--- src/rtl/gps_pkg.sv ---
`default_nettype none

package gps_pkg;

   // Default fixed point formats.
   localparam int FRAC_BITS_DEF = 16;
   localparam int GRAV_FRAC_DEF = 48;

   // Fixed widths of the payload fields.
   localparam int WORD_W     = 32;
   localparam int REQ_DATA_W = 192;
   localparam int RSP_DATA_W = 128;
   localparam int CSR_ADDR_W = 2;

   // Serial arithmetic widths. The widest product is G*M*S*|d| (32+32+32+33 bits).
   localparam int MUL_W = 129;
   localparam int MPL_W = 64;
   localparam int QUO_W = 34;
   localparam int D2_W  = 65;

   // Configuration register indexes.
   localparam logic [CSR_ADDR_W-1:0] CSR_GRAV   = 2'd0;
   localparam logic [CSR_ADDR_W-1:0] CSR_MPP    = 2'd1;
   localparam logic [CSR_ADDR_W-1:0] CSR_RADIUS = 2'd2;
   localparam logic [CSR_ADDR_W-1:0] CSR_PMASS  = 2'd3;

   typedef enum logic [3:0] {
      ST_IDLE,
      ST_SQX,
      ST_SQY,
      ST_CHK,
      ST_PP,
      ST_BM,
      ST_GM,
      ST_GMS,
      ST_AXM,
      ST_AYM,
      ST_DVX,
      ST_DVY,
      ST_POS,
      ST_OUT
   } state_type;

   // Clips a 36 bit signed sum to 32 bits; the top bit of the result flags a clip.
   function automatic logic [32:0] sat32(input logic signed [35:0] v);
      logic signed [35:0] max_v;
      logic signed [35:0] min_v;
      logic [32:0]        r;
      max_v = 36'sd2147483647;
      min_v = -36'sd2147483648;
      if (v > max_v) begin
         r = {1'b1, 32'h7FFF_FFFF};
      end else if (v < min_v) begin
         r = {1'b1, 32'h8000_0000};
      end else begin
         r = {1'b0, v[31:0]};
      end
      return r;
   endfunction

endpackage

`default_nettype wire

--- src/rtl/gps_mul.sv ---
`default_nettype none

// Shift-add multiplier: one multiplier bit per cycle, stops when no set bits remain.
module gps_mul #(
   parameter int MW = gps_pkg::MUL_W,
   parameter int YW = gps_pkg::MPL_W
) (
   input  wire logic          clock,
   input  wire logic          reset,
   input  wire logic          start,
   input  wire logic [MW-1:0] mcand,
   input  wire logic [YW-1:0] mplier,
   output logic               done,
   output logic [MW-1:0]      product
);

   logic          run_ff;
   logic [MW-1:0] acc_ff;
   logic [MW-1:0] x_ff;
   logic [YW-1:0] y_ff;

   always_ff @(posedge clock) begin
      if (reset) begin
         run_ff <= 1'b0;
      end else if (start) begin
         run_ff <= 1'b1;
      end else if (run_ff && (y_ff == '0)) begin
         run_ff <= 1'b0;
      end
   end

   always_ff @(posedge clock) begin
      if (start) begin
         acc_ff <= '0;
         x_ff   <= mcand;
         y_ff   <= mplier;
      end else if (run_ff && (y_ff != '0)) begin
         if (y_ff[0]) begin
            acc_ff <= acc_ff + x_ff;
         end
         x_ff <= x_ff << 1;
         y_ff <= y_ff >> 1;
      end
   end

   assign done    = run_ff && (y_ff == '0);
   assign product = acc_ff;

endmodule

`default_nettype wire

--- src/rtl/gps_div.sv ---
`default_nettype none

// Restoring divider, one quotient bit per cycle. A quotient that reaches the top
// bit is clipped to exactly that power of two.
module gps_div #(
   parameter int NW = gps_pkg::MUL_W,
   parameter int DW = gps_pkg::MUL_W,
   parameter int QW = gps_pkg::QUO_W
) (
   input  wire logic          clock,
   input  wire logic          reset,
   input  wire logic          start,
   input  wire logic [NW-1:0] num,
   input  wire logic [DW-1:0] den,
   output logic               done,
   output logic [QW-1:0]      quot
);

   localparam int SW = DW + QW - 1;
   localparam int CW = (NW > SW) ? NW : SW;
   localparam int KW = $clog2(QW + 1);

   logic          run_ff;
   logic [NW-1:0] rem_ff;
   logic [SW-1:0] ds_ff;
   logic [QW-1:0] q_ff;
   logic [KW-1:0] cnt_ff;
   logic [CW-1:0] rem_w;
   logic [CW-1:0] ds_w;
   logic [CW-1:0] diff_w;
   logic          ge_w;

   assign rem_w  = CW'(rem_ff);
   assign ds_w   = CW'(ds_ff);
   assign ge_w   = rem_w >= ds_w;
   assign diff_w = rem_w - ds_w;

   always_ff @(posedge clock) begin
      if (reset) begin
         run_ff <= 1'b0;
      end else if (start) begin
         run_ff <= 1'b1;
      end else if (run_ff && (cnt_ff == '0)) begin
         run_ff <= 1'b0;
      end
   end

   always_ff @(posedge clock) begin
      if (start) begin
         rem_ff <= num;
         ds_ff  <= {den, {(QW-1){1'b0}}};
         q_ff   <= '0;
         cnt_ff <= KW'(QW);
      end else if (run_ff && (cnt_ff != '0)) begin
         if (ge_w) begin
            rem_ff <= NW'(diff_w);
         end
         q_ff   <= {q_ff[QW-2:0], ge_w};
         ds_ff  <= ds_ff >> 1;
         cnt_ff <= cnt_ff - 1'b1;
      end
   end

   assign done = run_ff && (cnt_ff == '0);
   assign quot = q_ff[QW-1] ? {1'b1, {(QW-1){1'b0}}} : q_ff;

endmodule

`default_nettype wire

--- src/rtl/gravity_particle_step_unit.sv ---
`default_nettype none

// Channel  | Ports                       | Contents (lowest bits first)
// ---------+-----------------------------+-------------------------------------------
// request  | req_tvalid/tready/tdata/tuser | tdata: point_x, point_y, attractor_mass,
//          |                             |   time_step, load_vel_x, load_vel_y;
//          |                             |   tuser: req_type
// response | rsp_tvalid/tready/tdata/tuser | tdata: new_x, new_y, new_vel_x, new_vel_y;
//          |                             |   tuser: captured, saturated
// config   | csr_wen/addr/wdata          | grav_constant, meters_per_pixel,
//          |                             |   capture_radius, particle_mass
//
// A load word passes from the idle state through the result state into the result
// register. A gravity step word runs its squares, products and two divides through
// one shift-add multiplier (one multiplier bit per cycle) and one restoring divider
// (34 quotient bits). Reset is synchronous and clears the particle state and the
// configuration registers to their defaults. A new word is taken whenever the
// sequencer is idle, even while the previous result waits on rsp_tready.
module gravity_particle_step_unit #(
   parameter int FRAC_BITS = gps_pkg::FRAC_BITS_DEF,
   parameter int GRAV_FRAC = gps_pkg::GRAV_FRAC_DEF
) (
   input  wire logic                              clock,
   input  wire logic                              reset,
   input  wire logic                              req_tvalid,
   output logic                                   req_tready,
   // point_x, point_y, attractor_mass, time_step, load_vel_x, load_vel_y
   input  wire logic [gps_pkg::REQ_DATA_W-1:0]    req_tdata,
   // req_type
   input  wire logic [0:0]                        req_tuser,
   output logic                                   rsp_tvalid,
   input  wire logic                              rsp_tready,
   // new_x, new_y, new_vel_x, new_vel_y
   output logic [gps_pkg::RSP_DATA_W-1:0]         rsp_tdata,
   // captured, saturated
   output logic [1:0]                             rsp_tuser,
   input  wire logic                              csr_wen,
   input  wire logic [gps_pkg::CSR_ADDR_W-1:0]    csr_addr,
   input  wire logic [gps_pkg::WORD_W-1:0]        csr_wdata
);

   // The pull is floor((A << 2F) / (B << GF)); only the difference of the shifts
   // matters, so it lands on the numerator or on the denominator.
   localparam int SH  = 2 * FRAC_BITS - GRAV_FRAC;
   localparam int NSH = (SH > 0) ? SH : 0;
   localparam int DSH = (SH < 0) ? -SH : 0;
   localparam int MW  = gps_pkg::MUL_W;
   localparam int YW  = gps_pkg::MPL_W;
   localparam int QW  = gps_pkg::QUO_W;
   localparam int NW  = MW + NSH;
   localparam int DW  = MW + DSH;
   localparam int LW  = gps_pkg::D2_W + 1;

   gps_pkg::state_type state_ff, state_in;

   logic [31:0] grav_ff, mpp_ff, pmass_ff;
   logic [7:0]  rad_ff;

   logic [31:0] pos_x_ff, pos_y_ff, vel_x_ff, vel_y_ff;
   logic [31:0] mass_ff, step_ff;
   logic [32:0] ax_ff, ay_ff;
   logic        sx_ff, sy_ff;
   logic [gps_pkg::D2_W-1:0] d2_ff;
   logic [63:0] pp_ff, gm_ff;
   logic [95:0] gms_ff;
   logic [MW-1:0] b_ff, nx_ff, ny_ff;
   logic        cap_ff, sat_ff, issued_ff;

   logic        rsp_valid_ff;
   logic [gps_pkg::RSP_DATA_W-1:0] rsp_data_ff;
   logic [1:0]  rsp_user_ff;

   logic        req_acc;
   logic        out_free;
   logic        is_mul, is_div;
   logic        mul_start, mul_done, div_start, div_done;
   logic [MW-1:0] mul_mcand, mul_product;
   logic [YW-1:0] mul_mplier;
   logic [MW-1:0] num_sel;
   logic [NW-1:0] div_num;
   logic [DW-1:0] div_den;
   logic [QW-1:0] div_quot;

   logic signed [32:0] dx_w, dy_w;
   logic [15:0] r2_w;
   logic [LW-1:0] lim_w;
   logic        cap_w, zero_w, pull_en;
   logic [35:0] qext_w, addend_w, vsum_w;
   logic [31:0] vel_sel;
   logic        sgn_sel;
   logic [32:0] vsat_w, nx_sat_w, ny_sat_w, px_sat_w, py_sat_w;

   assign req_acc    = req_tvalid && req_tready;
   assign req_tready = (state_ff == gps_pkg::ST_IDLE);
   assign out_free   = !rsp_valid_ff || rsp_tready;

   // Offsets to the attractor are taken at acceptance against the current position.
   assign dx_w = $signed({req_tdata[31], req_tdata[31:0]}) - $signed({pos_x_ff[31], pos_x_ff});
   assign dy_w = $signed({req_tdata[63], req_tdata[63:32]}) - $signed({pos_y_ff[31], pos_y_ff});

   assign r2_w    = {8'd0, rad_ff} * {8'd0, rad_ff};
   assign lim_w   = LW'(r2_w) << (2 * FRAC_BITS);
   assign cap_w   = LW'(d2_ff) <= lim_w;
   assign zero_w  = (ax_ff == '0) && (ay_ff == '0);
   assign pull_en = (pmass_ff != '0) && (mpp_ff != '0);

   // Configuration registers.
   always_ff @(posedge clock) begin
      if (reset) begin
         grav_ff  <= '0;
         mpp_ff   <= 32'd65536;
         rad_ff   <= 8'd5;
         pmass_ff <= '0;
      end else if (csr_wen) begin
         case (csr_addr)
            gps_pkg::CSR_GRAV:   grav_ff  <= csr_wdata;
            gps_pkg::CSR_MPP:    mpp_ff   <= csr_wdata;
            gps_pkg::CSR_RADIUS: rad_ff   <= csr_wdata[7:0];
            gps_pkg::CSR_PMASS:  pmass_ff <= csr_wdata;
            default: begin
            end
         endcase
      end
   end

   // Operand selection for the shared multiplier.
   always_comb begin
      is_mul     = 1'b0;
      mul_mcand  = '0;
      mul_mplier = '0;
      case (state_ff)
         gps_pkg::ST_SQX: begin
            is_mul = 1'b1; mul_mcand = MW'(ax_ff); mul_mplier = YW'(ax_ff);
         end
         gps_pkg::ST_SQY: begin
            is_mul = 1'b1; mul_mcand = MW'(ay_ff); mul_mplier = YW'(ay_ff);
         end
         gps_pkg::ST_PP: begin
            is_mul = 1'b1; mul_mcand = MW'(mpp_ff); mul_mplier = YW'(mpp_ff);
         end
         gps_pkg::ST_BM: begin
            is_mul = 1'b1; mul_mcand = MW'(d2_ff); mul_mplier = pp_ff;
         end
         gps_pkg::ST_GM: begin
            is_mul = 1'b1; mul_mcand = MW'(grav_ff); mul_mplier = YW'(mass_ff);
         end
         gps_pkg::ST_GMS: begin
            is_mul = 1'b1; mul_mcand = MW'(gm_ff); mul_mplier = YW'(step_ff);
         end
         gps_pkg::ST_AXM: begin
            is_mul = 1'b1; mul_mcand = MW'(gms_ff); mul_mplier = YW'(ax_ff);
         end
         gps_pkg::ST_AYM: begin
            is_mul = 1'b1; mul_mcand = MW'(gms_ff); mul_mplier = YW'(ay_ff);
         end
         default: begin
         end
      endcase
   end

   assign is_div    = (state_ff == gps_pkg::ST_DVX) || (state_ff == gps_pkg::ST_DVY);
   assign mul_start = is_mul && !issued_ff;
   assign div_start = is_div && !issued_ff;
   assign num_sel   = (state_ff == gps_pkg::ST_DVY) ? ny_ff : nx_ff;
   assign div_num   = NW'(num_sel) << NSH;
   assign div_den   = DW'(b_ff) << DSH;

   gps_mul #(
      .MW (MW),
      .YW (YW)
   ) u_mul (
      .clock   (clock),
      .reset   (reset),
      .start   (mul_start),
      .mcand   (mul_mcand),
      .mplier  (mul_mplier),
      .done    (mul_done),
      .product (mul_product)
   );

   gps_div #(
      .NW (NW),
      .DW (DW),
      .QW (QW)
   ) u_div (
      .clock (clock),
      .reset (reset),
      .start (div_start),
      .num   (div_num),
      .den   (div_den),
      .done  (div_done),
      .quot  (div_quot)
   );

   // Velocity plus the signed pull increment, and the position sums.
   assign vel_sel  = (state_ff == gps_pkg::ST_DVY) ? vel_y_ff : vel_x_ff;
   assign sgn_sel  = (state_ff == gps_pkg::ST_DVY) ? sy_ff : sx_ff;
   assign qext_w   = {2'b00, div_quot};
   assign addend_w = sgn_sel ? (36'd0 - qext_w) : qext_w;
   assign vsum_w   = {{4{vel_sel[31]}}, vel_sel} + addend_w;
   assign vsat_w   = gps_pkg::sat32(vsum_w);
   assign nx_sat_w = gps_pkg::sat32(36'd0 - {{4{vel_x_ff[31]}}, vel_x_ff});
   assign ny_sat_w = gps_pkg::sat32(36'd0 - {{4{vel_y_ff[31]}}, vel_y_ff});
   assign px_sat_w = gps_pkg::sat32({{4{pos_x_ff[31]}}, pos_x_ff}
                                    + {{4{vel_x_ff[31]}}, vel_x_ff});
   assign py_sat_w = gps_pkg::sat32({{4{pos_y_ff[31]}}, pos_y_ff}
                                    + {{4{vel_y_ff[31]}}, vel_y_ff});

   always_ff @(posedge clock) begin
      if (reset) begin
         state_ff <= gps_pkg::ST_IDLE;
      end else begin
         state_ff <= state_in;
      end
   end

   always_comb begin
      state_in = state_ff;
      case (state_ff)
         gps_pkg::ST_IDLE: begin
            if (req_acc) begin
               state_in = req_tuser[0] ? gps_pkg::ST_OUT : gps_pkg::ST_SQX;
            end
         end
         gps_pkg::ST_SQX: if (mul_done) state_in = gps_pkg::ST_SQY;
         gps_pkg::ST_SQY: if (mul_done) state_in = gps_pkg::ST_CHK;
         gps_pkg::ST_CHK: begin
            if (cap_w || !pull_en) begin
               state_in = gps_pkg::ST_POS;
            end else begin
               state_in = gps_pkg::ST_PP;
            end
         end
         gps_pkg::ST_PP:  if (mul_done) state_in = gps_pkg::ST_BM;
         gps_pkg::ST_BM:  if (mul_done) state_in = gps_pkg::ST_GM;
         gps_pkg::ST_GM:  if (mul_done) state_in = gps_pkg::ST_GMS;
         gps_pkg::ST_GMS: if (mul_done) state_in = gps_pkg::ST_AXM;
         gps_pkg::ST_AXM: if (mul_done) state_in = gps_pkg::ST_AYM;
         gps_pkg::ST_AYM: if (mul_done) state_in = gps_pkg::ST_DVX;
         gps_pkg::ST_DVX: if (div_done) state_in = gps_pkg::ST_DVY;
         gps_pkg::ST_DVY: if (div_done) state_in = gps_pkg::ST_POS;
         gps_pkg::ST_POS: state_in = gps_pkg::ST_OUT;
         gps_pkg::ST_OUT: if (out_free) state_in = gps_pkg::ST_IDLE;
         default:         state_in = gps_pkg::ST_IDLE;
      endcase
   end

   // A unit is started once on entry to its state and rearmed when it finishes.
   always_ff @(posedge clock) begin
      if (reset) begin
         issued_ff <= 1'b0;
      end else if (mul_start || div_start) begin
         issued_ff <= 1'b1;
      end else if (mul_done || div_done) begin
         issued_ff <= 1'b0;
      end
   end

   // Particle state and flags.
   always_ff @(posedge clock) begin
      if (reset) begin
         pos_x_ff <= '0;
         pos_y_ff <= '0;
         vel_x_ff <= '0;
         vel_y_ff <= '0;
         cap_ff   <= 1'b0;
         sat_ff   <= 1'b0;
      end else begin
         case (state_ff)
            gps_pkg::ST_IDLE: begin
               if (req_acc) begin
                  cap_ff <= 1'b0;
                  sat_ff <= 1'b0;
                  if (req_tuser[0]) begin
                     pos_x_ff <= req_tdata[31:0];
                     pos_y_ff <= req_tdata[63:32];
                     vel_x_ff <= req_tdata[159:128];
                     vel_y_ff <= req_tdata[191:160];
                  end
               end
            end
            gps_pkg::ST_CHK: begin
               if (cap_w) begin
                  cap_ff <= 1'b1;
                  // At exactly zero distance the particle bounces back.
                  if (zero_w) begin
                     vel_x_ff <= nx_sat_w[31:0];
                     vel_y_ff <= ny_sat_w[31:0];
                     sat_ff   <= nx_sat_w[32] || ny_sat_w[32];
                  end
               end
            end
            gps_pkg::ST_DVX: begin
               if (div_done) begin
                  vel_x_ff <= vsat_w[31:0];
                  sat_ff   <= sat_ff || vsat_w[32];
               end
            end
            gps_pkg::ST_DVY: begin
               if (div_done) begin
                  vel_y_ff <= vsat_w[31:0];
                  sat_ff   <= sat_ff || vsat_w[32];
               end
            end
            gps_pkg::ST_POS: begin
               pos_x_ff <= px_sat_w[31:0];
               pos_y_ff <= py_sat_w[31:0];
               sat_ff   <= sat_ff || px_sat_w[32] || py_sat_w[32];
            end
            default: begin
            end
         endcase
      end
   end

   // Working registers of the step.
   always_ff @(posedge clock) begin
      if ((state_ff == gps_pkg::ST_IDLE) && req_acc) begin
         mass_ff <= req_tdata[95:64];
         step_ff <= req_tdata[127:96];
         sx_ff   <= dx_w[32];
         sy_ff   <= dy_w[32];
         ax_ff   <= dx_w[32] ? 33'(-dx_w) : 33'(dx_w);
         ay_ff   <= dy_w[32] ? 33'(-dy_w) : 33'(dy_w);
      end
      if (mul_done) begin
         case (state_ff)
            gps_pkg::ST_SQX: d2_ff  <= gps_pkg::D2_W'(mul_product);
            gps_pkg::ST_SQY: d2_ff  <= d2_ff + gps_pkg::D2_W'(mul_product);
            gps_pkg::ST_PP:  pp_ff  <= 64'(mul_product);
            gps_pkg::ST_BM:  b_ff   <= mul_product;
            gps_pkg::ST_GM:  gm_ff  <= 64'(mul_product);
            gps_pkg::ST_GMS: gms_ff <= 96'(mul_product);
            gps_pkg::ST_AXM: nx_ff  <= mul_product;
            gps_pkg::ST_AYM: ny_ff  <= mul_product;
            default: begin
            end
         endcase
      end
   end

   // Result register: holds one word so the sequencer can take the next request.
   always_ff @(posedge clock) begin
      if (reset) begin
         rsp_valid_ff <= 1'b0;
      end else if ((state_ff == gps_pkg::ST_OUT) && out_free) begin
         rsp_valid_ff <= 1'b1;
      end else if (rsp_tready) begin
         rsp_valid_ff <= 1'b0;
      end
   end

   always_ff @(posedge clock) begin
      if ((state_ff == gps_pkg::ST_OUT) && out_free) begin
         rsp_data_ff <= {vel_y_ff, vel_x_ff, pos_y_ff, pos_x_ff};
         rsp_user_ff <= {sat_ff, cap_ff};
      end
   end

   assign rsp_tvalid = rsp_valid_ff;
   assign rsp_tdata  = rsp_data_ff;
   assign rsp_tuser  = rsp_user_ff;

`ifndef ASSERT_OFF
   a_mul_done_in_mul_state: assert property (@(posedge clock) disable iff (reset)
      mul_done |-> is_mul)
      else $error("multiplier finished outside a multiply state");

   a_div_done_in_div_state: assert property (@(posedge clock) disable iff (reset)
      div_done |-> ((state_ff == gps_pkg::ST_DVX) || (state_ff == gps_pkg::ST_DVY)))
      else $error("divider finished outside a divide state");

   a_load_goes_out: assert property (@(posedge clock) disable iff (reset)
      (req_tvalid && req_tready && req_tuser[0]) |=> (state_ff == gps_pkg::ST_OUT))
      else $error("load word did not go straight to the result stage");

   a_out_waits: assert property (@(posedge clock) disable iff (reset)
      ((state_ff == gps_pkg::ST_OUT) && rsp_tvalid && !rsp_tready)
      |=> (state_ff == gps_pkg::ST_OUT))
      else $error("result stage left while the previous word was still held");
`endif

endmodule

`default_nettype wire
--- config.mk ---
export PLATFORM = sky130hd
export DESIGN_NAME = gravity_particle_step_unit
export DESIGN_NICKNAME = d
export VERILOG_FILES = /design/src/rtl/gps_pkg.sv /design/src/rtl/gps_mul.sv /design/src/rtl/gps_div.sv /design/src/rtl/gravity_particle_step_unit.sv
export SDC_FILE = /design/constraint.sdc
export NUM_CORES = 2
export LEC_CHECK = 0
export ABC_AREA = 1
export ABC_CLOCK_PERIOD_IN_PS = 12800
export BUFFER_PORTS_ARGS = -buffer_cell sky130_fd_sc_hd__buf_2
export CAP_MARGIN = 20
export CORE_ASPECT_RATIO = 0.6
export CORE_MARGIN = 2
export CORE_UTILIZATION = 35
export DETAILED_ROUTE_END_ITERATION = 8
export GPL_TIMING_DRIVEN = 0
export PLACE_DENSITY = 0.53
export SYNTH_ARGS = -nofsm -noshare
export SYNTH_HDL_FRONTEND = slang
export SYNTH_SLANG_ARGS = --single-unit
--- constraint.sdc ---
create_clock -name clock -period 12.8 [get_ports clock]
set_clock_uncertainty 0.15 [all_clocks]
set_input_delay 0.64 -clock clock [delete_from_list [all_inputs] [get_ports clock]]
set_output_delay 0.64 -clock clock [all_outputs]
set_load 0.1 [all_outputs]
* Yosys cells after proc, flatten, opt, wreduce, memory -nomap -nowiden
Index checks and enable logic that the tools add are counted.
** Storage, ports and cells
- Input bits :: 232
- Logic and storage cells :: 246
- Bits in registers :: 1849
** Cells by class
- Reductions and logical operators :: 70
- Equal/unequal tests :: 32
- Add/sub/neg operators :: 14
- $lt $le $gt $ge :: 12
- Muxes and demuxes :: 77
- $mul :: 1
** Operators with widths (count)
- 129-bit 2-to-1 mux :: 6
- 96-bit case mux with 7 select lines :: 1
- 32-bit 2-to-1 mux :: 16
- 64-bit case mux with 6 select lines :: 1
- 178-bit 2-to-1 mux :: 2
- 33-bit 2-to-1 mux :: 10
- 32-bit case mux with 3 select lines :: 2
- 129-bit by 178-bit >= comparator with 1-bit output :: 1
- 33-bit by 32-bit > comparator with 1-bit output (second input constant) :: 4
- 33-bit by 32-bit < comparator with 1-bit output (second input constant) :: 4
- 65-bit case mux with 2 select lines :: 1
- 129-bit adder :: 1
- 129-bit subtractor :: 1
- 64-bit 2-to-1 mux :: 2
- 32-bit case mux with 2 select lines :: 2
- 32-bit by 32-bit adder with 33-bit output :: 2
- 33-bit logical NOT :: 2
- 33-bit negator :: 2
- 1-bit by 32-bit subtractor with 33-bit output (first input constant) :: 2
- 32-bit by 32-bit subtractor with 33-bit output :: 2
- 65-bit adder :: 1
- 65-bit by 48-bit <= comparator with 1-bit output :: 1
- 64-bit logical NOT :: 1
- 32-bit nonzero test :: 2
- other kinds (39) :: 137

* Depth between registers and ports, before layout
- Depth in word-level cells :: 10
- Depth in mapped cells :: 41

* Cells and area by module
A second synthesis with hierarchy kept.
** Second synthesis, totals
- Cells, all modules :: 16927
- Area, all modules :: 122412.4 sq um
** Modules (own cells, without submodules)
- gravity_particle_step_unit :: area each 66901.7 sq um, instances 1, cells an instance 7923, sequential area each 32971.6 sq um
- gps_div :: area each 28422.3 sq um, instances 1, cells an instance 4457, sequential area each 9709.3 sq um
- gps_mul :: area each 27088.5 sq um, instances 1, cells an instance 4547, sequential area each 8398.1 sq um

* Worst setup path after synthesis
OpenSTA, ideal clock, no wires.
- Path kind :: reg-to-reg
- Start :: reg u_mul.y_ff[15]
- End :: reg nx_ff[0] (enable)
- Required time :: 11.874 ns
- Stages on the path, launching flop included :: 6
- Path slack :: 1.846 ns
- Clock period less this slack :: 10.954 ns
- Arrival :: 10.028 ns
- Cells stage by stage :: edfxtp_1 > nor4_1 > nand2_1 > nor4_1 > nand3_1 > nor3_1
** On the way
- Cells in the longest elaborated chain, start to end :: 3
** Ends and longest elaborated chain
- from (decl) :: RTL line gps_mul.sv:20 : logic [YW-1:0] y_ff;
- from (signal assigned) :: RTL line gps_mul.sv:36 : y_ff <= mplier;
- from (signal assigned) :: RTL line gps_mul.sv:42 : y_ff <= y_ff >> 1;
- 64-bit logical NOT :: RTL line gps_mul.sv:46 : assign done = run_ff && (y_ff == '0);
- 1-bit logical AND :: RTL line gps_mul.sv:46
- 2-bit AND reduction (no line)
- to (signal assigned) :: RTL line gravity_particle_step_unit.sv:334 : gps_pkg::ST_AXM: nx_ff <= mul_product;
- to (decl) :: RTL line gravity_particle_step_unit.sv:66 : logic [MW-1:0] b_ff, nx_ff, ny_ff;
Every way passes these cells.
A chain may end at the register's enable or synchronous reset.

* Final worst setup path
- Start :: reg rad_ff[0]
- End :: reg vel_x_ff[24]
** On the way
- Cells in the longest elaborated chain, start to end :: 4
** Ends and longest elaborated chain
- from (decl) :: RTL line gravity_particle_step_unit.sv:57 : logic [7:0] rad_ff;
- from (signal assigned) :: RTL line gravity_particle_step_unit.sv:118 : gps_pkg::CSR_RADIUS: rad_ff <= csr_wdata[7:0];
- 8-bit by 8-bit multiplier with 16-bit output :: RTL line gravity_particle_step_unit.sv:101 : assign r2_w = {8'd0, rad_ff} * {8'd0, rad_ff};
- 65-bit by 48-bit <= comparator with 1-bit output :: RTL line gravity_particle_step_unit.sv:103 : assign cap_w = LW'(d2_ff) <= lim_w;
- 2-bit inequality test (no line)
- 6-bit AND reduction (no line)
- to (signal assigned) :: RTL line gravity_particle_step_unit.sv:277 : vel_x_ff <= req_tdata[159:128];
- to (signal assigned) :: RTL line gravity_particle_step_unit.sv:287 : vel_x_ff <= nx_sat_w[31:0];
- to (signal assigned) :: RTL line gravity_particle_step_unit.sv:295 : vel_x_ff <= vsat_w[31:0];
- to (decl) :: RTL line gravity_particle_step_unit.sv:59 : logic [31:0] pos_x_ff, pos_y_ff, vel_x_ff, vel_y_ff;
Every way passes these cells.

==> qor.csv <==
stage,metric,value,unit
power_and_ir_drop,p_sw_frac,0.4996,
place,port_buffers,362,
logic_synthesis,syn_area,0.1125,mm2
place,place.gp.congestion,1.070,
logic_synthesis,synth_cells,14044,
logic_synthesis,synth_area_leaders,"edfxtp_1 37%, nand2_1 9.3%, dfxtp_1 8.2%, o21ai_0 6.2%, ha_1 6.0%",
logic_synthesis,yosysWarnings,0,
final_layout,final_cell_count_no_fill,19362,
power_and_ir_drop,power.density,238.2,mW/mm2
flow_run,cap_violations,0,
power_and_ir_drop,internal_power,0.01559,W
logic_synthesis,synth_common_cells,"2794 x nand2_1, 1741 x inv_1, 1720 x nor2_1",
timing,rsz0062_at_grt,false,
timing,hold_violations,0,
clock_tree,cts_buffers,189,
routing,wirelength,566600,um
global_routing,grt_pass1_vias,97484,
place,dp_cells,18767,
routing,drc,0,
logic_synthesis,ys_seq_elements,1849,
logic_synthesis,yosysMostFrequentCell,nand2_1,
timing,fin_tns_setup,0,ns
routing,routed_via_density,5.717,
logic_synthesis,ys_dominant_reg_cell,edfxtp_1,
routing,final_antenna_net_count,0,
final_layout,drive_gt1_frac,0.07073,
clock_tree,cts.path.max_buffers,4,
floorplanning,die_x,736.0,um
clock_tree,ctsResizeCount,0,
final_layout,area_delta_synth_final,16.19,%
setup_path,crit_start,rad_ff[0],
setup_path,critical_path_class,reg2reg,
timing,finalSetupViolations,0,
floorplanning,die_h,443.2,um
final_layout,nets,15749,
timing,max_freq,0.1106,GHz
logic_synthesis,avgSynthCellArea,8.013,um2
floorplanning,rows,161,
clock_tree,h-tree-depth,4,
routing,num_vias,110698,
setup_path,slowest_delay,0.92,ns
logic_synthesis,syn_nets,14845,
global_routing,grt_max_degree,93,
clock_tree,post_cts_buffers,0,
setup_path,r2r_start,rad_ff[0],
setup_path,crit_arrival,9.67,ns
timing,drv_slew,0,
clock_tree,cts_hold_repair.buffers,197,
global_routing,grt_use_total,0.3342,
place,dp_hpwl,469800,um
worst_hold_path,hold_path.class,in2reg,
power_and_ir_drop,switching_power,0.01557,W
setup_path,cp_max_fo,10,
clock_tree,numClockSinks,1849,
setup_path,crit_path_end_kind,flip-flop,
power_and_ir_drop,vdd_ir_drop_max,224.0,uV
global_routing,grt.overflow.total,0,
logic_synthesis,synthDistinctLibCells,73,
logic_synthesis,yosys.area.top_type,edfxtp_1,
logic_synthesis,synth_top_area_frac,0.3707,
worst_hold_path,worstHoldStart,req_tdata[189],
floorplanning,die_area,0.3262,mm2
logic_synthesis,synth-async-reset-ratio,0,
floorplanning,fp.coreArea,0.3203,mm2
floorplanning,ioPinCount,364,
routing,first_pass_iters,8,
setup_path,required,13.43,ns
power_and_ir_drop,leakage,52.72,nW
timing,timing.max_slew.rel_slack,0.05166,
power_and_ir_drop,p_total,0.03115,W
final_layout,final_util,0.4082,
logic_synthesis,ys_seq_area_frac,0.4525,
clock_tree,cts_tree,yes,
clock_tree,path_clk_slew,0.07,ns
timing,setup_ws,3.760,ns
timing,worst_slew_pin_slew,1.423,ns
global_routing,grt_pass1_wl,770200,um
routing,drtIter0Drc,19041,
clock_tree,insertion_delay,0.93,ns
setup_path,critPathLaunchType,flip-flop,
setup_path,cp_slowest_cell,nand4_1,
clock_tree,cts-root-buf,clkbuf_16,
status,outcome,"finished, final reports clean",
power_and_ir_drop,seqPwrFrac,0.322,
timing,fin_crit,9.040,ns
power_and_ir_drop,comb_power_share,0.488,
power_and_ir_drop,pwr-share-clk,0.190,
logic_synthesis,synth_edf_count,1389,
global_routing,antenna_found_initial,88,
routing,routedWlPerCell,29.26,um
setup_path,cp_common_cell,nand2_1,
timing,timing.final.crit_share,0.7062,
place,place_ws,4.102,ns
floorplanning,start_util,0.3513,
-- metrics by stage --
step | cell area [um2] | hold WS (ns)
after global routing | 130700 | 0.06569
after global placement | 119600 | 0.2636
after CTS | 130200 | 0.001572
after floorplan | 112500 | 0.2519
final | 130800 | 0.05465
after detailed placement | 121900 | 0.2749
-- registers in the layout, indices dropped and copies added (netlist names), 65 cells and up --
signal and count:
u_div.ds_ff 178, u_mul.x_ff 129, gms_ff 96, u_mul.product 129
b_ff 129, u_div.rem_ff 129, nx_ff 129, rsp_tdata 128
ny_ff 129, d2_ff 65
-- cell usage in the layout (no fill, tap or decap), drive strengths merged, types with 7 or more instances in the layout --
cell	instances
a211oi	12
a31o	8
edfxtp	1389
dlygate4sd3	197
o221ai	11
clkbuf	552
a21boi	35
inv	1776
clkinvlp	11
and3	14
buf	625
o22ai	73
bufinv	19
dfxtp	460
o211ai	82
a41oi	31
clkinv	65
nor3	133
nor4	112
nor2	1758
a22o	36
nand3b	24
o21a	80
o21bai	70
nand2	2817
o21ai	1411
nand4	153
nand3	481
a31oi	122
o2111ai	7
a21oi	1269
diode	24
a21o	88
a221oi	55
or2	40
ha	536
fa	33
o31ai	105
xor2	227
xnor2	152
-- per-layer routing --
| metal | track usage | routed length [um] | vias up |
|---|---|---|---|
| met2 | 0.3889 | 192000 | 6856 |
| met5 | 0 | 107 | - |
| li1 | - | - | 49720 |
| met3 | 0.1551 | 99720 | 481 |
| met4 | 0.04093 | 7528 | 18 |
| met1 | 0.5440 | 267300 | 53623 |
-- kinds of logic after synthesis --
logic type / count (synthesis) / share of synthesized area
flops: 1849 / 0.4525
compound gates: 3512 / 0.1750
fa+ha+maj: 569 / 0.06547
simple gates: 5546 / 0.2028
xor+xnor: 379 / 0.02983
buf+inv: 2189 / 0.07436
-- worst paths after layout --
| check | end | slack [ns] | cells after the start |
|---|---|---|---|
| setup reg to reg | vel_x_ff[24] | 3.76 | 35 |
| hold / removal | vel_y_ff[29] | 0.05 | 5 |
| setup / recovery | vel_x_ff[24] | 3.76 | 35 |
| hold reg to reg | rsp_tuser[0] | 0.30 | 0 |
-- final cells by class --
type | count | area, um2
well taps | 4238 | 5303
clock buffers | 236 | 5100
flip-flops and latches | 1849 | 50920
inverters | 1764 | 6631
diodes | 24 | 60.06
repair buffers | 713 | 6489
fillers | 33276 | 189500
plain buffers | 425 | 1744
multi-input cells | 10006 | 53320
clock inverters | 107 | 1186
-- power groups by stage --
stage	clock network (W)	registers, W	logic, W
2_1_floorplan	0	0.00897	0.00863
3_3_place_gp	0	0.0105	0.0135
3_5_place_dp	0	0.0101	0.0141
4_1_cts	0.00594	0.00995	0.0142
5_1_grt	0.00616	0.0100	0.0162
6_report	0.00591	0.0100	0.0152
-- worst max-delay path: cells and delay by family, from the launching register on --
kind | cells | cell delay [ns]
adders and majority gates | 6 | 2.30
AOI/OAI and AO/OA | 6 | 1.08
xor gates and xnor gates | 1 | 0.29
DFF | 1 | 0.77
and+or+nand+nor | 17 | 3.34
buffers and inverters | 5 | 0.97
Power figures use the tool's default switching activity.
